`src/soc_line_parser_checksum_unit_macros.svh`:
```
// Assertion macros shared by the line parser and checksum unit.
// Included by every module that carries concurrent assertions.
`ifndef SOC_LINE_PARSER_CHECKSUM_UNIT_MACROS_SVH
`define SOC_LINE_PARSER_CHECKSUM_UNIT_MACROS_SVH

`ifndef NO_ASSERTIONS
// Clocked on i_clk and disabled while i_rst_n is low.
`define SLP_ASSERT(lbl, prop, msg) \
    lbl: assert property (@(posedge i_clk) disable iff (!i_rst_n) prop) else $error(msg);
// Same check with an explicit clock and active-low reset.
`define SLP_ASSERT_CLK(lbl, clk, rst_n, prop, msg) \
    lbl: assert property (@(posedge clk) disable iff (!rst_n) prop) else $error(msg);
`else
`define SLP_ASSERT(lbl, prop, msg)
`define SLP_ASSERT_CLK(lbl, clk, rst_n, prop, msg)
`endif

`endif

```
`src/slp_pkg.sv`:
```
// Shared types, constants and helper functions of the line parser and checksum unit.
// No dependencies; imported by every module of the block.
`timescale 1ns / 1ps

package slp_pkg;

    localparam int SLP_LINE_KEEP = 80;

    localparam logic [15:0] SLP_MAX_AGE_RESET = 16'd30000;
    localparam logic [15:0] SLP_SOC_RESET     = 16'd500;

    localparam int SLP_SOC_LABEL_LEN = 3;
    localparam int SLP_CHK_LABEL_LEN = 8;

    localparam logic [7:0] SLP_CHAR_LF    = 8'h0A;
    localparam logic [7:0] SLP_CHAR_TAB   = 8'h09;
    localparam logic [7:0] SLP_CHAR_CR    = 8'h0D;
    localparam logic [7:0] SLP_CHAR_SPACE = 8'h20;
    localparam logic [7:0] SLP_CHAR_PLUS  = 8'h2B;
    localparam logic [7:0] SLP_CHAR_MINUS = 8'h2D;
    localparam logic [7:0] SLP_CHAR_ZERO  = 8'h30;
    localparam logic [7:0] SLP_CHAR_NINE  = 8'h39;

    // Input kinds carried on the slave tuser bit.
    localparam logic SLP_CMD_BYTE = 1'b0;
    localparam logic SLP_CMD_TICK = 1'b1;

    // What the parser reports about the byte it is consuming.
    typedef struct packed {
        logic        newline;   // byte was a line feed
        logic        soc_hit;   // a SOC line ended here
        logic [15:0] soc_value; // parsed value of that line
        logic        chk_hit;   // a Checksum line ended here
    } t_line_evt;

    // One result item.
    typedef struct packed {
        logic [15:0] soc_report;
        logic        soc_fresh;
        logic        frame_end;
        logic        frame_good;
    } t_result;

    function automatic logic [7:0] soc_label_char(input logic [1:0] idx);
        logic [7:0] ch;
        case (idx)
            2'd0:    ch = 8'h53; // S
            2'd1:    ch = 8'h4F; // O
            default: ch = 8'h43; // C
        endcase
        return ch;
    endfunction

    function automatic logic [7:0] chk_label_char(input logic [2:0] idx);
        logic [7:0] ch;
        case (idx)
            3'd0:    ch = 8'h43; // C
            3'd1:    ch = 8'h68; // h
            3'd2:    ch = 8'h65; // e
            3'd3:    ch = 8'h63; // c
            3'd4:    ch = 8'h6B; // k
            3'd5:    ch = 8'h73; // s
            3'd6:    ch = 8'h75; // u
            default: ch = 8'h6D; // m
        endcase
        return ch;
    endfunction

endpackage

```
`src/soc_line_parser_checksum_unit.sv`:
```
// Top level of the SOC line parser and checksum unit: stream ports and the two pipeline registers.
// Depends on slp_pkg, slp_line_parser, slp_frame_track and the assertion macro header.
`timescale 1ns / 1ps
`include "soc_line_parser_checksum_unit_macros.svh"

// This block watches a label-tab-value serial stream from a battery monitor. Each request on
// the slave side is either one received byte (tuser = 0) or a one millisecond tick (tuser = 1),
// and each request yields exactly one result on the master side. Every byte adds into an 8-bit
// running sum. Only the first LINE_KEEP bytes of a line are matched and parsed. When a line
// starting with "SOC" ends, the number after its first tab is parsed like atol into a pending
// value; when a line starting with "Checksum" ends, the pending value is committed and the age
// counter restarts if the sum is zero, and the sum clears. The result carries the committed SOC
// while it is fresh (age below the limit register) and zero otherwise, plus the fresh flag, the
// end-of-frame flag on tlast and the frame-good flag. The unit accepts one request per clock
// cycle while o_s_tready is high; a request waits in the input register and moves into the
// result register when that register is free or being emptied, so throughput is one result per
// cycle whenever the master side is ready. The parser and frame state are updated between the
// two registers. The limit register must be written by the user with i_cfg_wr_en only while no
// request is in flight; the block itself does not enforce this.
module soc_line_parser_checksum_unit
    import slp_pkg::*;
#(
    parameter int LINE_KEEP = SLP_LINE_KEEP
) (
    input  logic        i_clk,
    input  logic        i_rst_n,
    // Slave request stream.
    input  logic        i_s_tvalid,
    output logic        o_s_tready,
    input  logic [7:0]  i_s_tdata,     // [7:0] rx_byte
    input  logic [0:0]  i_s_tuser,     // [0] cmd: 0 byte, 1 tick
    // Master result stream.
    output logic        o_m_tvalid,
    input  logic        i_m_tready,
    output logic [23:0] o_m_tdata,     // [15:0] soc_report, [16] soc_fresh,
                                       // [17] frame_good, [23:18] zero
    output logic        o_m_tlast,     // frame_end
    // Limit register write port.
    input  logic        i_cfg_wr_en,
    input  logic [15:0] i_cfg_wr_data
);

    // Input register: holds the request until the state update can run on it.
    logic       r_in_valid;
    logic       r_in_cmd;
    logic [7:0] r_in_byte;

    // Result register: one finished result waiting for the master side.
    logic       r_out_valid;
    t_result    r_out;

    logic       advance;
    logic       byte_vld;
    t_line_evt  line_evt;
    t_result    res;

    // The state update fires when the input register is full and the result register
    // is free or being emptied in this same cycle.
    assign advance    = r_in_valid && (!r_out_valid || i_m_tready);
    assign byte_vld   = advance && (r_in_cmd == SLP_CMD_BYTE);
    assign o_s_tready = !r_in_valid || advance;

    slp_line_parser #(
        .LINE_KEEP (LINE_KEEP)
    ) u_parser (
        .i_clk      (i_clk),
        .i_rst_n    (i_rst_n),
        .i_byte_vld (byte_vld),
        .i_byte     (r_in_byte),
        .o_evt      (line_evt)
    );

    slp_frame_track u_frame (
        .i_clk         (i_clk),
        .i_rst_n       (i_rst_n),
        .i_en          (advance),
        .i_cmd         (r_in_cmd),
        .i_byte        (r_in_byte),
        .i_evt         (line_evt),
        .i_cfg_wr_en   (i_cfg_wr_en),
        .i_cfg_wr_data (i_cfg_wr_data),
        .o_res         (res)
    );

    always_ff @(posedge i_clk) begin
        if (!i_rst_n) begin
            r_in_valid  <= 1'b0;
            r_out_valid <= 1'b0;
        end else begin
            if (o_s_tready) begin
                r_in_valid <= i_s_tvalid;
            end
            if (advance) begin
                r_out_valid <= 1'b1;
            end else if (i_m_tready) begin
                r_out_valid <= 1'b0;
            end
        end
    end

    // Payload registers carry no reset.
    always_ff @(posedge i_clk) begin
        if (o_s_tready && i_s_tvalid) begin
            r_in_cmd  <= i_s_tuser[0];
            r_in_byte <= i_s_tdata;
        end
        if (advance) begin
            r_out <= res;
        end
    end

    assign o_m_tvalid = r_out_valid;
    assign o_m_tdata  = {6'b0, r_out.frame_good, r_out.soc_fresh, r_out.soc_report};
    assign o_m_tlast  = r_out.frame_end;

    `SLP_ASSERT(a_out_from_in, $rose(o_m_tvalid) |-> $past(r_in_valid), "result appeared without a request")
    `SLP_ASSERT(a_stall_cause, !o_s_tready |-> r_in_valid && r_out_valid && !i_m_tready, "input stalled without a full pipeline")
    `SLP_ASSERT(a_good_has_end, o_m_tvalid && o_m_tdata[17] |-> o_m_tlast, "frame good flagged outside a frame end")

endmodule

```
`src/slp_line_parser.sv`:
```
// Per-line state: position count, label matching and atol-style value parsing.
// Depends on slp_pkg and the assertion macro header.
`timescale 1ns / 1ps
`include "soc_line_parser_checksum_unit_macros.svh"

module slp_line_parser
    import slp_pkg::*;
#(
    parameter int LINE_KEEP = SLP_LINE_KEEP
) (
    input  logic       i_clk,
    input  logic       i_rst_n,
    input  logic       i_byte_vld,
    input  logic [7:0] i_byte,
    output t_line_evt  o_evt
);

    localparam int CNT_W = $clog2(LINE_KEEP + 1);

    typedef enum logic [2:0] {
        PH_SKIP   = 3'b001,
        PH_DIGITS = 3'b010,
        PH_STOP   = 3'b100
    } t_phase;

    logic [CNT_W-1:0] r_count, n_count;
    logic             r_soc_match, n_soc_match;
    logic             r_chk_match, n_chk_match;
    logic             r_tab, n_tab;
    t_phase           r_phase, n_phase;
    logic             r_neg, n_neg;
    logic [15:0]      r_accum, n_accum;

    logic       keep;
    logic       is_nl;
    logic       is_digit;
    logic       is_space;
    logic [3:0] dval;

    always_comb begin
        keep     = (r_count < CNT_W'(LINE_KEEP));
        is_nl    = (i_byte == SLP_CHAR_LF);
        is_digit = (i_byte >= SLP_CHAR_ZERO) && (i_byte <= SLP_CHAR_NINE);
        is_space = (i_byte == SLP_CHAR_SPACE) ||
                   ((i_byte >= SLP_CHAR_TAB) && (i_byte <= SLP_CHAR_CR));
        dval     = i_byte[3:0];

        n_count     = r_count;
        n_soc_match = r_soc_match;
        n_chk_match = r_chk_match;
        n_tab       = r_tab;
        n_phase     = r_phase;
        n_neg       = r_neg;
        n_accum     = r_accum;

        if (keep) begin
            if ((r_count < CNT_W'(SLP_SOC_LABEL_LEN)) &&
                (i_byte != soc_label_char(r_count[1:0]))) begin
                n_soc_match = 1'b0;
            end
            if ((r_count < CNT_W'(SLP_CHK_LABEL_LEN)) &&
                (i_byte != chk_label_char(r_count[2:0]))) begin
                n_chk_match = 1'b0;
            end
            if (!is_nl) begin
                if (!r_tab) begin
                    if (i_byte == SLP_CHAR_TAB) begin
                        n_tab   = 1'b1;
                        n_phase = PH_SKIP;
                        n_neg   = 1'b0;
                        n_accum = '0;
                    end
                end else begin
                    unique case (r_phase)
                        PH_SKIP: begin
                            if (is_space) begin
                                n_phase = PH_SKIP;
                            end else if ((i_byte == SLP_CHAR_PLUS) ||
                                         (i_byte == SLP_CHAR_MINUS)) begin
                                n_neg   = (i_byte == SLP_CHAR_MINUS);
                                n_phase = PH_DIGITS;
                            end else if (is_digit) begin
                                n_accum = 16'(dval);
                                n_phase = PH_DIGITS;
                            end else begin
                                n_phase = PH_STOP;
                            end
                        end
                        PH_DIGITS: begin
                            if (is_digit) begin
                                n_accum = (r_accum << 3) + (r_accum << 1) + 16'(dval);
                            end else begin
                                n_phase = PH_STOP;
                            end
                        end
                        PH_STOP: begin
                            n_phase = PH_STOP;
                        end
                        default: begin
                            n_phase = PH_STOP;
                        end
                    endcase
                end
            end
            n_count = r_count + CNT_W'(1);
        end

        // Line events use the count and matches that include this byte.
        o_evt.newline   = i_byte_vld && is_nl;
        o_evt.soc_hit   = o_evt.newline && n_soc_match &&
                          (n_count >= CNT_W'(SLP_SOC_LABEL_LEN));
        o_evt.chk_hit   = o_evt.newline && n_chk_match &&
                          (n_count >= CNT_W'(SLP_CHK_LABEL_LEN));
        o_evt.soc_value = r_tab ? (r_neg ? (16'd0 - r_accum) : r_accum) : 16'd0;

        if (is_nl) begin
            n_count     = '0;
            n_soc_match = 1'b1;
            n_chk_match = 1'b1;
            n_tab       = 1'b0;
            n_phase     = PH_SKIP;
            n_neg       = 1'b0;
            n_accum     = '0;
        end
    end

    always_ff @(posedge i_clk) begin
        if (!i_rst_n) begin
            r_count     <= '0;
            r_soc_match <= 1'b1;
            r_chk_match <= 1'b1;
            r_tab       <= 1'b0;
            r_phase     <= PH_SKIP;
            r_neg       <= 1'b0;
            r_accum     <= '0;
        end else if (i_byte_vld) begin
            r_count     <= n_count;
            r_soc_match <= n_soc_match;
            r_chk_match <= n_chk_match;
            r_tab       <= n_tab;
            r_phase     <= n_phase;
            r_neg       <= n_neg;
            r_accum     <= n_accum;
        end
    end

    `SLP_ASSERT(a_count_bounded, r_count <= CNT_W'(LINE_KEEP), "line count beyond keep limit")
    `SLP_ASSERT(a_no_tab_idle, !r_tab |-> (r_phase == PH_SKIP) && (r_accum == 16'd0) && !r_neg, "number state busy before tab")
    `SLP_ASSERT(a_nl_clears, o_evt.newline |=> (r_count == '0) && r_soc_match && r_chk_match, "line state not cleared after newline")

endmodule

```
`src/slp_frame_track.sv`:
```
// Running byte sum, pending and committed SOC, age counter and the limit register.
// Depends on slp_pkg and the assertion macro header; fed by slp_line_parser events.
`timescale 1ns / 1ps
`include "soc_line_parser_checksum_unit_macros.svh"

module slp_frame_track
    import slp_pkg::*;
(
    input  logic        i_clk,
    input  logic        i_rst_n,
    input  logic        i_en,
    input  logic        i_cmd,
    input  logic [7:0]  i_byte,
    input  t_line_evt   i_evt,
    input  logic        i_cfg_wr_en,
    input  logic [15:0] i_cfg_wr_data,
    output t_result     o_res
);

    logic [15:0] r_max_age;
    logic [7:0]  r_sum, n_sum;
    logic [15:0] r_pending, n_pending;
    logic [15:0] r_committed, n_committed;
    logic [15:0] r_age, n_age;
    logic        good;

    always_comb begin
        n_sum       = r_sum;
        n_pending   = r_pending;
        n_committed = r_committed;
        n_age       = r_age;
        good        = 1'b0;

        if (i_cmd == SLP_CMD_TICK) begin
            if (r_age < r_max_age) begin
                n_age = r_age + 16'd1;
            end
        end else begin
            n_sum = r_sum + i_byte;
            // A line cannot carry both labels, so the commit sees the old pending value.
            if (i_evt.soc_hit) begin
                n_pending = i_evt.soc_value;
            end
            if (i_evt.chk_hit) begin
                good = (n_sum == 8'd0);
                if (good) begin
                    n_committed = r_pending;
                    n_age       = '0;
                end
                n_sum = '0;
            end
        end

        o_res.soc_fresh  = (n_age < r_max_age);
        o_res.soc_report = o_res.soc_fresh ? n_committed : 16'd0;
        o_res.frame_end  = (i_cmd == SLP_CMD_BYTE) && i_evt.chk_hit;
        o_res.frame_good = good;
    end

    always_ff @(posedge i_clk) begin
        if (!i_rst_n) begin
            r_max_age   <= SLP_MAX_AGE_RESET;
            r_sum       <= '0;
            r_pending   <= '0;
            r_committed <= SLP_SOC_RESET;
            r_age       <= '0;
        end else begin
            if (i_cfg_wr_en) begin
                r_max_age <= i_cfg_wr_data;
            end
            if (i_en) begin
                r_sum       <= n_sum;
                r_pending   <= n_pending;
                r_committed <= n_committed;
                r_age       <= n_age;
            end
        end
    end

    `SLP_ASSERT(a_good_restarts_age, i_en && o_res.frame_good |=> r_age == 16'd0, "age not restarted on good frame")
    `SLP_ASSERT(a_good_commits, i_en && o_res.frame_good |=> r_committed == $past(r_pending), "pending value not committed")
    `SLP_ASSERT(a_frame_clears_sum, i_en && o_res.frame_end |=> r_sum == 8'd0, "sum not cleared at frame end")

endmodule
```
`config.mk`:
```
export PLATFORM = sky130hd
export DESIGN_NAME = soc_line_parser_checksum_unit
export DESIGN_NICKNAME = d
export VERILOG_FILES = /design/src/slp_pkg.sv /design/src/soc_line_parser_checksum_unit.sv /design/src/slp_line_parser.sv /design/src/slp_frame_track.sv
export VERILOG_INCLUDE_DIRS = /design/src /design/src/src
export SDC_FILE = /design/constraint.sdc
export NUM_CORES = 1
export LEC_CHECK = 0
export BUFFER_PORTS_ARGS = -buffer_cell sky130_fd_sc_hd__clkbuf_2
export CORE_ASPECT_RATIO = 2
export CORE_UTILIZATION = 35
export CTS_CLUSTER_DIAMETER = 30
export DETAILED_ROUTE_END_ITERATION = 7
export SLEW_MARGIN = 30
export SYNTH_ARGS = -nofsm -noshare
export SYNTH_HDL_FRONTEND = slang
export SYNTH_SLANG_ARGS = --single-unit
```
`constraint.sdc`:
```
create_clock -name i_clk -period 5.95 [get_ports i_clk]
set_input_delay 0 -clock i_clk [delete_from_list [all_inputs] [get_ports i_clk]]
set_output_delay 0 -clock i_clk [all_outputs]
set_load 0.05 [all_outputs]
```
---- After elaboration in Yosys (flattened, before gate mapping) ----
Index checks and enable logic that the tools add are counted.
word-level totals
  register bits after elaboration ......... 132
  bits of input ports ..................... 30
  output and inout port bits .............. 27
  logic and storage cells ................. 149
operators by class
  $add $sub $neg .......................... 6
  order comparisons ....................... 11
  equality and inequality tests ........... 25
  muxes and demuxes ....................... 53
  bitwise operators ....................... 2
  reduce and logical (&&, ||, !) cells .... 32
operators by type and width
  operator                                             count
  two-way mux 16 bit                                   17
  case mux 6 bit (7 select lines)                      1
  < comparator 16 bit                                  2
  case mux 16 bit (2 select lines)                     1
  equality test 8 x 6 -> 1 bit, second input constant  3
  two-way mux 3 bit                                    8
  two-way mux 8 bit                                    3
  inequality test 4 bit, second input constant         6
  two-way mux 1 bit                                    19
  adder 16 x 1 -> 16 bit, second input constant        1
  adder 16 bit                                         1
  adder 16 x 4 -> 16 bit                               1
  equality test 8 x 4 -> 1 bit, second input constant  2
  inequality test 8 bit                                2
  subtractor 1 x 16 -> 16 bit, first input constant    1
  two-way mux 7 bit                                    2
  logical AND 1 bit                                    13
  case mux 5 bit (2 select lines)                      1
  equality test 3 x 2 -> 1 bit, second input constant  3
  equality test 3 bit, second input constant           3
  inequality test 3 bit, second input constant         3
  adder 8 bit                                          1
  >= comparator 8 x 4 -> 1 bit, second input constant  1
  >= comparator 8 x 6 -> 1 bit, second input constant  1
  25 further kinds                                     33

---- Logic depth before layout (Yosys ltp) ----
Gate-level depths: netlist (run 1).
  word-level depth ........................ 12
  depth in mapped cells ................... 19
  mapped depth without buffers ............ 17

---- By module ----
A second synthesis (run 1) with hierarchy kept.
second synthesis, totals
  cells, all modules ...................... 994
  area, all modules ....................... 8634.5 um^2
by module, submodules not included
  module                         instances  cells an instance  area each (um^2)  sequential area each (um^2)
  slp_frame_track                1          563                4620.7            1441.4
  slp_line_parser                1          386                3022.9            600.6
  soc_line_parser_checksum_unit  1          45                 991.0             880.8

---- Worst setup path after synthesis (run 1) ----
OpenSTA, ideal clock, no wires.
  path kind ............................... register -> register
  start ................................... reg r_in_byte[0]
  end ..................................... reg r_out (netlist bit o_m_tdata[10]) (data pin)
  library setup time ...................... 266 ps
  data arrival time ....................... 4256 ps
  data required time ...................... 5684 ps
  setup slack ............................. 1428 ps
  cell stages (with the launch flop) ...... 19
  path buffers ............................ 3
  period minus slack after synthesis ...... 4522 ps
  path through ............................ edfxtp_1 ha_1 fa_1 a211oi_2 nor2_1 xor2_1 nor4_1 nor4b_1 buf_2 buf_2 nor2_1 ha_1 nand4_1 nor4_1 nand2b_1 o2111a_1 o21ai_1 clkbuf_1 nor2_1
between the ends
  cells in the longest elaborated chain, start to end .. 9
  elaborated cells between the ends (all ways) .. 17
  classes of those cells .................. add/sub (1); order compare (1); eq/ne (2); mux (8); reduce/logical (5)
RTL lines
  element                                                              RTL line                              source
  from (decl)                                                          soc_line_parser_checksum_unit.sv:46   logic [7:0] r_in_byte;
  from (signal assigned)                                               soc_line_parser_checksum_unit.sv:105  r_in_byte <= i_s_tdata;
  parallel branches: the longest is 6 deep, another holds adder 8 bit  --
  two-way mux 16 bit *                                                 slp_frame_track.sv:44                 if (i_evt.chk_hit) begin
  two-way mux 16 bit *                                                 slp_frame_track.sv:34                 if (i_cmd == SLP_CMD_TICK) begin
  via u_frame.n_age[14]                                                slp_frame_track.sv:24                 logic [15:0] r_age, n_age;
  < comparator 16 bit *                                                slp_frame_track.sv:54                 o_res.soc_fresh = (n_age < r_max_age);
  to (signal assigned)                                                 soc_line_parser_checksum_unit.sv:108  r_out <= res;
  to (decl)                                                            soc_line_parser_checksum_unit.sv:50   t_result r_out;
Mark *: on every way through the listed nets, which the timed path passes.
A chain may end at the register's enable or synchronous reset.

---- Final worst setup path (run 1) ----
  start ................................... reg r_in_byte[0]
  end ..................................... reg r_out (netlist bit o_m_tdata[6]) (data pin)
Same word-level chain as after synthesis.

==> flow_metrics.env, run 1 <==
export IMPL_max_stage_delay_ns=0.59
export IMPL_crit_chain="ha_1 > fa_1 > xor2_1 > nor4_1 > o21ai_0 > nor4_1 > nor4b_2 > buf_4 > nor2_1 > ha_1 > nand4_1 > nor4_1 > nand2b_1 > o2111a_1 > o21ai_1 > buf_4 > nor2_1"
export IMPL_final_core_util_pct=41.2
export IMPL_worstSetupEndpointType="flop"
export IMPL_synth_avg_cell_area_um2=8.88
export IMPL_fin_nets=1088
export IMPL_synth_top_family_by_area="simple AND/OR/NAND/NOR gates"
export IMPL_cts_tree="yes"
export IMPL_relSlewSlack_pct=36.9
export IMPL_skew_ns=0.00948
export IMPL_maxCapViolations=0
export IMPL_synth_fa_ha_area_share_pct=11.3
export IMPL_p_leak_nw=4.05
export IMPL_hold_viol_final=0
export IMPL_die_w_um=111
export IMPL_crit_buf_inv=2
export IMPL_instances_no_fill=1281
export IMPL_die_height_um=219
export IMPL_insertion_delay_ns=0.43
export IMPL_h_tree_depth=4
export IMPL_drt_iter0_markers=364
export IMPL_io_pins=57
export IMPL_crit_type="flop to flop"
export IMPL_grt_pass1_vias=6697
export IMPL_outcome="complete, no violations"
export IMPL_muxShareOfSynthArea_pct=4.16
export IMPL_dp_cells=1220
export IMPL_crit_path_start_kind="flop"
export IMPL_routed_top_layer="met4"
export IMPL_ir_drop_mv=0.224
export IMPL_drcViolationCount=0
export IMPL_fmax_ghz=0.194
export IMPL_drt_pass1_iter_count=5
export IMPL_post_cts_buffers=0
export IMPL_wl_met2_um=10500
export IMPL_clockBufferDepth=2
export IMPL_diodes=0
export IMPL_cts_buffers=17
export IMPL_finalSetupTns_ns=0
export IMPL_ys_seq_area_share_pct=35.4
export IMPL_clk_pin_slew_ns=0.06
export IMPL_place_hpwl_um=14100
export IMPL_grt_pass1_wl_um=32700
export IMPL_ys_async_sr_fraction_pct=0
export IMPL_viasPerCell=5.26
export IMPL_grt_max_degree=65
export IMPL_synth_seq_cells=132
export IMPL_synthCells=929
export IMPL_ant_nets=0
export IMPL_layout_common_cells="104 x dfxtp_1, 89 x nand2_1, 70 x ha_1, 66 x nor2_1, 60 x nand3_1"
export IMPL_yosys_warnings=0
export IMPL_core_mm2=0.0232
export IMPL_met3RoutedLength_um=464
export IMPL_wl_met1_um=7740
export IMPL_vias=6739
export IMPL_grt_usage_pct=16.7
export IMPL_pwr_density_cell_mw_per_mm2=232
export IMPL_slew_viol_final=0
export IMPL_start_util_pct=35.5
export IMPL_synth_compound_area_share_pct=15.3
export IMPL_synth_distinct_cells=76
export IMPL_cts_hold_buffers_added=29
export IMPL_period_share_pct=86.7
export IMPL_wl_um=19300
export IMPL_cp_data_arrival_time_ns=5.33
export IMPL_synthSimpleGateAreaFrac_pct=23.3
export IMPL_synth_edff_count=28
export IMPL_crit_fanout=29
export IMPL_cts_root_buf="clkbuf_16"
export IMPL_placementRows=79
export IMPL_crit_slowest_cell="edfxtp_1"
export IMPL_synth_top_flop_cell="dfxtp_1"
export IMPL_globalplace_congestion=0.864
export IMPL_setup_viol=0
export IMPL_hp_class="input port to flop"
export IMPL_synth_xor_area_share_pct=5.63
export IMPL_rsz0062_at_grt="false"
export IMPL_fillers=2252
export IMPL_grt_ovfl_total=0
export IMPL_die_area_mm2=0.0242
export IMPL_antenna_found_initial=0
export IMPL_syn_to_final_growth_pct=16.2
export IMPL_cts_resized_gates=0
export IMPL_required_ns=6.12
export IMPL_period_needed_ns=5.16
export IMPL_synth_area_mm2=0.00825
export IMPL_tightest_slew_ns=0.940
export IMPL_numPortBuffers=50
export IMPL_crit_family="simple AND/OR/NAND/NOR gates"
export IMPL_path_common_cell="nor4_1"
export IMPL_layout_commonest_cell="dfxtp_1"
export IMPL_cts_sinks=132
export IMPL_drt_wirelength_per_cell_um=15.1
export IMPL_drive_gt1_share_pct=10.6
==> power breakdown <==
group | leakage, nW | switching [W] | internal (W)
combinational | 2.68 | 0.000111 | 0.0000725
sequential | 1.08 | 0.0000190 | 0.000933
clock | 0.296 | 0.000437 | 0.000653
==> logic make-up after synthesis <==
kind of cell,Yosys count
multiplexers,34
AO/OA/AOI/OAI,184
AND/OR/NAND/NOR,365
adder cells (fa/ha/maj),73
flip-flops,132
XOR/XNOR,53
buffers and inverters,87
other,1
==> layout make-up <==
class                           count  area (um2)  area share, %
Tap cell                          283         354           3.70
Clock inverter                     14         161           1.68
Timing Repair Buffer               86         596           6.22
Clock buffer                       18         450           4.70
Inverter                           33         124           1.29
Sequential cell                   132        2920           30.5
Multi-Input combinational cell    715        4970           51.9
==> cells in the mapped netlist, drive strengths merged (6+ instances only) <==
cell / instances / area (um2)
a211oi: 6 / 50.1
a21boi: 29 / 218
a21o: 9 / 67.6
a21oi: 25 / 125
a22o: 12 / 105
a31oi: 7 / 43.8
and2: 6 / 37.5
and3: 9 / 57.6
buf: 22 / 149
clkbuf: 32 / 120
dfxtp: 104 / 2080
edfxtp: 28 / 841
ha: 70 / 876
inv: 33 / 124
mux2i: 32 / 320
nand2: 89 / 334
nand2b: 9 / 56.3
nand3: 60 / 300
nand3b: 11 / 95.1
nand4: 16 / 100
nand4b: 8 / 70.1
nor2: 66 / 248
nor2b: 30 / 188
nor3: 22 / 120
nor3b: 8 / 60.1
o211ai: 11 / 82.6
o21ai: 45 / 229
o311ai: 8 / 70.1
or3: 8 / 50.1
xnor2: 34 / 298
xor2: 19 / 166
==> per-stage QoR <==
step | power [W] | hold slack [ns] | area (um2) | setup WS (ns)
final | 0.00223 | 0.202 | 9580 | 0.789
after global routing | 0.00231 | 0.260 | 9580 | 0.472
after CTS | 0.00226 | 0.192 | 9570 | 0.803
after detailed placement | 0.00114 | 0.181 | 8670 | 0.865
after global placement | 0.00114 | 0.180 | 8670 | 0.862
after floorplan | 0.00110 | 0.0989 | 8270 | 1.43
==> worst min-delay path, delay by kind of cell <==
kind            cells  cell delay [ns]
buf+inv             1             0.35
compound gates      1             0.07
simple gates        1             0.15
==> flip-flops by register name, indices dropped and copies added, names as in the netlist, 3 cells and up <==
| register | count |
|---|---|
| u_frame.r_age | 16 |
| u_frame.r_max_age | 16 |
| o_m_tdata | 18 |
| u_parser.r_phase | 3 |
| u_parser.r_count | 7 |
| u_parser.r_accum | 16 |
| u_frame.r_sum | 8 |
| u_frame.r_pending | 16 |
| u_frame.r_committed | 16 |
| r_in_byte | 8 |
==> final timing paths <==
check | depth (start not counted) | slack (ns) | start | to
max | 17 | 0.79 | r_in_byte[0] | o_m_tdata[6]
max reg2reg | 17 | 0.79 | r_in_byte[0] | o_m_tdata[6]
min reg2reg | 2 | 0.46 | u_frame.r_pending[0] | u_frame.r_pending[0]
min | 3 | 0.20 | i_cfg_wr_en | u_frame.r_max_age[12]
==> layer usage <==
layer  GRT usage [%]  vias up
met5               0        -
met4            8.36        0
met3            3.09       37
met2            32.6      107
met1            16.6     3134
li1                -     3461
No activity file was read; power rests on OpenSTA's default activity.
==> run 2: changes to the inputs <==
--- a/config.mk
+++ b/config.mk
@@ -8,9 +8,10 @@
 export LEC_CHECK = 0
 export BUFFER_PORTS_ARGS = -buffer_cell sky130_fd_sc_hd__clkbuf_2
 export CORE_ASPECT_RATIO = 2
-export CORE_UTILIZATION = 35
+export CORE_UTILIZATION = 51
 export CTS_CLUSTER_DIAMETER = 30
 export DETAILED_ROUTE_END_ITERATION = 7
+export PLACE_DENSITY = 0.69
 export SLEW_MARGIN = 30
 export SYNTH_ARGS = -nofsm -noshare
 export SYNTH_HDL_FRONTEND = slang
==> run 2 against run 1 <==
Largest power group unchanged. Routed wire length is 1.5% lower. Sequential share of layout area up 0.50 points. Critical endpoint is now o_m_tdata[7]. Sequential power about the same.
==> flow_metrics.env, run 2 (synthesis gave the netlist of run 1 again) <==
export IMPL_met3RoutedLength_um=610
export IMPL_cts_tree="yes"
export IMPL_grt_pass1_wl_um=31100
export IMPL_fin_nets=1092
export IMPL_drt_pass1_iter_count=5
export IMPL_relSlewSlack_pct=35.1
export IMPL_p_sw_share_pct=25.4
export IMPL_crit_slowest_cell="edfxtp_1"
export IMPL_drcViolationCount=0
export IMPL_diodes=0
export IMPL_insertion_delay_ns=0.42
export IMPL_clockPowerShare_pct=46.0
export IMPL_seq_power_share_pct=45.1
export IMPL_drive_gt1_share_pct=10.9
export IMPL_outcome="complete, no violations"
export IMPL_crit_buf_inv=2
export IMPL_ant_nets=0
export IMPL_max_stage_delay_ns=0.58
export IMPL_syn_to_final_growth_pct=14.3
export IMPL_wl_met1_um=7230
export IMPL_wl_um=19000
export IMPL_layout_commonest_cell="dfxtp_1"
export IMPL_die_w_um=91.9
export IMPL_reg2reg_slack_ns=0.92
export IMPL_die_height_um=182
export IMPL_crit_type="flop to flop"
export IMPL_vias=6828
export IMPL_cts_buffers=17
export IMPL_numPortBuffers=50
export IMPL_clk_pin_slew_ns=0.06
export IMPL_grt_max_degree=76
export IMPL_p_leak_nw=4.03
export IMPL_io_pins=57
export IMPL_ir_drop_mv=0.163
export IMPL_hp_class="input port to flop"
export IMPL_viasPerCell=5.68
export IMPL_total_power_w=0.00211
export IMPL_h_tree_depth=4
export IMPL_clockBufferDepth=2
export IMPL_p_switching_w=0.000535
export IMPL_grt_usage_pct=23.6
export IMPL_wl_met2_um=10300
export IMPL_path_common_cell="nor4_1"
export IMPL_cp_data_arrival_time_ns=5.19
export IMPL_skew_ns=0.00976
export IMPL_die_area_mm2=0.0167
export IMPL_routed_top_layer="met4"
export IMPL_pwr_density_cell_mw_per_mm2=224
export IMPL_slew_viol_final=0
export IMPL_period_share_pct=84.5
export IMPL_crit_chain="ha_1 > fa_1 > xor2_1 > nor4_1 > o21ai_0 > nor4_1 > nor4b_2 > buf_4 > nor2_1 > ha_1 > nand4_1 > nor4_1 > nand2b_1 > o2111a_1 > o21ai_1 > buf_4 > nor2_1"
export IMPL_required_ns=6.11
export IMPL_finalSetupTns_ns=0
export IMPL_crit_path_start_kind="flop"
export IMPL_combPwrFrac_pct=8.9
export IMPL_drt_wirelength_per_cell_um=15.8
export IMPL_hold_viol_final=0
export IMPL_drt_iter0_markers=268
export IMPL_core_mm2=0.0158
export IMPL_fmax_ghz=0.199
export IMPL_start_util_pct=52.3
export IMPL_globalplace_congestion=0.968
export IMPL_cts_sinks=132
export IMPL_post_cts_buffers=0
export IMPL_layout_common_cells="104 x dfxtp_1, 89 x nand2_1, 70 x ha_1, 66 x nor2_1, 60 x nand3_1"
export IMPL_tightest_slew_ns=0.971
export IMPL_crit_fanout=29
export IMPL_maxCapViolations=0
export IMPL_p_int_w=0.00157
export IMPL_placementRows=65
export IMPL_setup_viol=0
export IMPL_rsz0062_at_grt="false"
export IMPL_largest_register_ffs=18
export IMPL_grt_pass1_vias=6665
export IMPL_worstSetupEndpointType="flop"
export IMPL_crit_family="simple AND/OR/NAND/NOR gates"
export IMPL_cts_root_buf="clkbuf_16"
export IMPL_period_needed_ns=5.03
export IMPL_grt_ovfl_total=0
export IMPL_place_hpwl_um=13800
export IMPL_antenna_found_initial=0
## run 2: area by class of cell
class                   instances  area, um2
multi-input cells             715       4960
clock inverters                12       75.1
flip-flops and latches        132       2920
fillers                      1400       6350
repair buffers                 90        623
clock buffers                  20        468
inverters                      33        124
well taps                     201        251
## run 2: worst paths after layout
path                         startpoint               endpoint  depth (start not counted)
setup / recovery           r_in_byte[0]           o_m_tdata[7]                         17
setup reg to reg           r_in_byte[0]           o_m_tdata[7]                         17
hold reg to reg   u_frame.r_pending[12]  u_frame.r_pending[12]                          2
hold / removal                  i_rst_n    u_parser.r_phase[0]                          2
## run 2: per-stage QoR
step / utilization, % / area (um2) / hold WS, ns / setup WS (ns) / std cells
2_1_floorplan: - / 8270 / 0.0989 / 1.43 / 934
4_1_cts: 59.7 / 9430 / 0.00622 / 1.00 / 1203
5_1_grt: 59.7 / 9430 / 0.0454 / 0.517 / 1203
3_3_place_gp: 54.5 / 8600 / 0.178 / 1.09 / 1143
3_5_place_dp: 54.5 / 8600 / 0.179 / 1.05 / 1143
6_report: 59.7 / 9430 / 0.00836 / 0.923 / 1203
## run 2: what timing repair did
item / 4_1_cts / 5_1_grt
gates resized for setup: 0 / 0
endpoints found under the hold margin: 27 / 0
hold buffers: 28 / 0
## run 2: layer usage
layer  vias up  track usage [%]
met3        40             3.73
li1       3470                -
met1      3169             22.9
met4         0             14.0
met2       149             45.4
met5         -                0
## run 2: power by group through the flow
stage                     Combinational, W  Sequential (W)  Clock, W
after floorplan                   0.000120        0.000978         0
after global placement            0.000171        0.000970         0
after detailed placement          0.000173        0.000970         0
after CTS                         0.000188        0.000951  0.000987
after global routing              0.000206        0.000953   0.00103
final                             0.000187        0.000951  0.000970
==> run 3: changes to the inputs <==
--- a/config.mk
+++ b/config.mk
@@ -11,7 +11,7 @@
 export CORE_UTILIZATION = 51
 export CTS_CLUSTER_DIAMETER = 30
 export DETAILED_ROUTE_END_ITERATION = 7
-export PLACE_DENSITY = 0.69
+export PLACE_DENSITY = 0.72
 export SLEW_MARGIN = 30
 export SYNTH_ARGS = -nofsm -noshare
 export SYNTH_HDL_FRONTEND = slang
==> constraint.sdc (replaced) <==
create_clock -name i_clk -period 4.4 [get_ports i_clk]
set_input_delay 0 -clock i_clk [delete_from_list [all_inputs] [get_ports i_clk]]
set_output_delay 0 -clock i_clk [all_outputs]
set_load 0.05 [all_outputs]
==> run 3 against run 2 <==
Global-route usage grew 1.5 points. Register-to-register slack lost 0.83 ns. Clock-buffer cell count shrank 2. Flip-flop and latch count is the same. Highest routed layer unchanged. Sequential share of layout area shrank 1.8 points. Core utilization grew 3.8 points.
==> flow_metrics.env, run 3 (synthesis gave the netlist of run 1 again) <==
export IMPL_maxCapViolations=0
export IMPL_insertion_delay_ns=0.42
export IMPL_dp_cells=1180
export IMPL_multi_input_area_mm2=0.00510
export IMPL_drt_iter0_markers=323
export IMPL_fin_nets=1140
export IMPL_place_hpwl_um=14500
export IMPL_fmax_ghz=0.232
export IMPL_period_share_pct=98.0
export IMPL_seq_area_mm2=0.00292
export IMPL_p_sw_share_pct=25.0
export IMPL_skew_ns=0.0106
export IMPL_cts_sinks=132
export IMPL_die_w_um=91.9
export IMPL_slew_viol_final=0
export IMPL_period_needed_ns=4.31
export IMPL_crit_path_start_kind="flop"
export IMPL_ant_nets=0
export IMPL_p_leak_nw=4.33
export IMPL_drt_pass1_iter_count=5
export IMPL_combPwrFrac_pct=9.4
export IMPL_grt_usage_pct=25.1
export IMPL_relSlewSlack_pct=49.4
export IMPL_drive_gt1_share_pct=16.5
export IMPL_design_area_mm2=0.0100
export IMPL_tightest_slew_ns=0.758
export IMPL_viasPerCell=5.75
export IMPL_hold_viol_final=0
export IMPL_grt_pass1_vias=7155
export IMPL_final_core_util_pct=63.5
export IMPL_fillers=1327
export IMPL_place_area_mm2=0.00890
export IMPL_wl_um=20800
export IMPL_crit_type="flop to flop"
export IMPL_drcViolationCount=0
export IMPL_start_util_pct=52.3
export IMPL_setup_viol=0
export IMPL_cts_root_buf="clkbuf_16"
export IMPL_core_mm2=0.0158
export IMPL_drt_wirelength_per_cell_um=16.6
export IMPL_instances_no_fill=1251
export IMPL_cts_buffers=17
export IMPL_cp_data_arrival_time_ns=4.48
export IMPL_required_ns=4.57
export IMPL_die_area_mm2=0.0167
export IMPL_clockPowerShare_pct=47.8
export IMPL_crit_fanout=7
export IMPL_diodes=0
export IMPL_die_height_um=182
export IMPL_p_switching_w=0.000750
export IMPL_h_tree_depth=4
export IMPL_pwr_density_cell_mw_per_mm2=299
export IMPL_syn_to_final_growth_pct=21.5
export IMPL_total_power_w=0.00299
export IMPL_io_pins=57
export IMPL_numPortBuffers=50
export IMPL_ir_drop_mv=0.283
export IMPL_grt_max_degree=80
export IMPL_grt_pass1_wl_um=33200
export IMPL_cts_tree="yes"
export IMPL_worstSetupEndpointType="flop"
export IMPL_seq_power_share_pct=42.8
export IMPL_largest_register_ffs=18
export IMPL_grt_ovfl_total=0
export IMPL_vias=7190
export IMPL_layout_common_cells="104 x dfxtp_1, 89 x nand2_1, 69 x ha_1, 65 x nor2_1, 58 x nand3_1"
export IMPL_outcome="complete, no violations"
export IMPL_antenna_found_initial=0
export IMPL_layout_commonest_cell="dfxtp_1"
export IMPL_hp_class="input port to flop"
export IMPL_globalplace_congestion=0.916
export IMPL_clockBufferDepth=2
export IMPL_placementRows=65
export IMPL_p_int_w=0.00224
export IMPL_clk_pin_slew_ns=0.06
-- run 3: layer usage --
metal	vias up	share of wire [%]	global-route usage [%]
li1	3558	-	-
met1	3416	37	23.9
met2	158	55	47.6
met3	58	2.4	4.82
met4	0	5.6	15.9
met5	-	0	0
-- run 3: timing repair --
action,4_1_cts,5_1_grt
buffers inserted,0,6
pin swaps,0,12
hold buffers,29,0
endpoints found under the setup margin,2,17
cloned,0,4
resized for setup,1,29
hold endpoints to repair,28,0
-- run 3: area by class of cell --
| class | instances | share of cell area [%] |
|---|---|---|
| sequential | 132 | 29.2 |
| clock inverter | 14 | 1.45 |
| tap | 201 | 2.51 |
| inverter | 33 | 1.24 |
| multi-input combinational | 715 | 50.9 |
| timing repair buffer | 138 | 10.2 |
| clock buffer | 18 | 4.50 |
-- run 3: power groups by stage --
stage	Sequential, W	Clock (W)	Combinational, W
5_1_grt	0.00128	0.00150	0.000305
6_report	0.00128	0.00143	0.000280
3_3_place_gp	0.00131	0	0.000241
2_1_floorplan	0.00132	0	0.000163
4_1_cts	0.00128	0.00145	0.000267
3_5_place_dp	0.00131	0	0.000245
-- run 3: worst paths after layout --
| kind | start | to | slack, ns | cells after the start |
|---|---|---|---|---|
| worst min-delay path | i_cfg_wr_en | u_frame.r_max_age[8] | 0.22 | 3 |
| worst min register to register | u_frame.r_pending[9] | u_frame.r_pending[9] | 0.46 | 2 |
| worst max register to register | r_in_byte[0] | o_m_tdata[14] | 0.09 | 19 |
| worst max-delay path | r_in_byte[0] | o_m_tdata[14] | 0.09 | 19 |
-- run 3: per-stage QoR --
| step | TNS (ns) | setup WS [ns] | hold slack [ns] |
|---|---|---|---|
| after CTS | 0 | 0.0799 | 0.232 |
| after detailed placement | 0 | 0.0191 | 0.179 |
| final | 0 | 0.0882 | 0.219 |
| after global placement | 0 | 0.154 | 0.180 |
| after floorplan | 0 | 0.000238 | 0.0989 |
| after global routing | -0.304 | -0.0406 | 0.253 |
-- run 3: worst max-delay path, stage by stage (launching register included) --
cell and delay [ns]:
edfxtp_1 0.43, ha_4 0.19, fa_2 0.38, a211oi_2 0.29, or3b_4 0.19, nand3_4 0.09, nor4_4 0.33, nor4b_4 0.24
buf_4 0.18, buf_6 0.12, nor2_1 0.06, ha_1 0.31, nand3_1 0.13, nor4_2 0.33, buf_4 0.18, nand2b_1 0.05
o2111a_1 0.16, o21ai_4 0.12, clkbuf_16 0.20, nor2_1 0.05
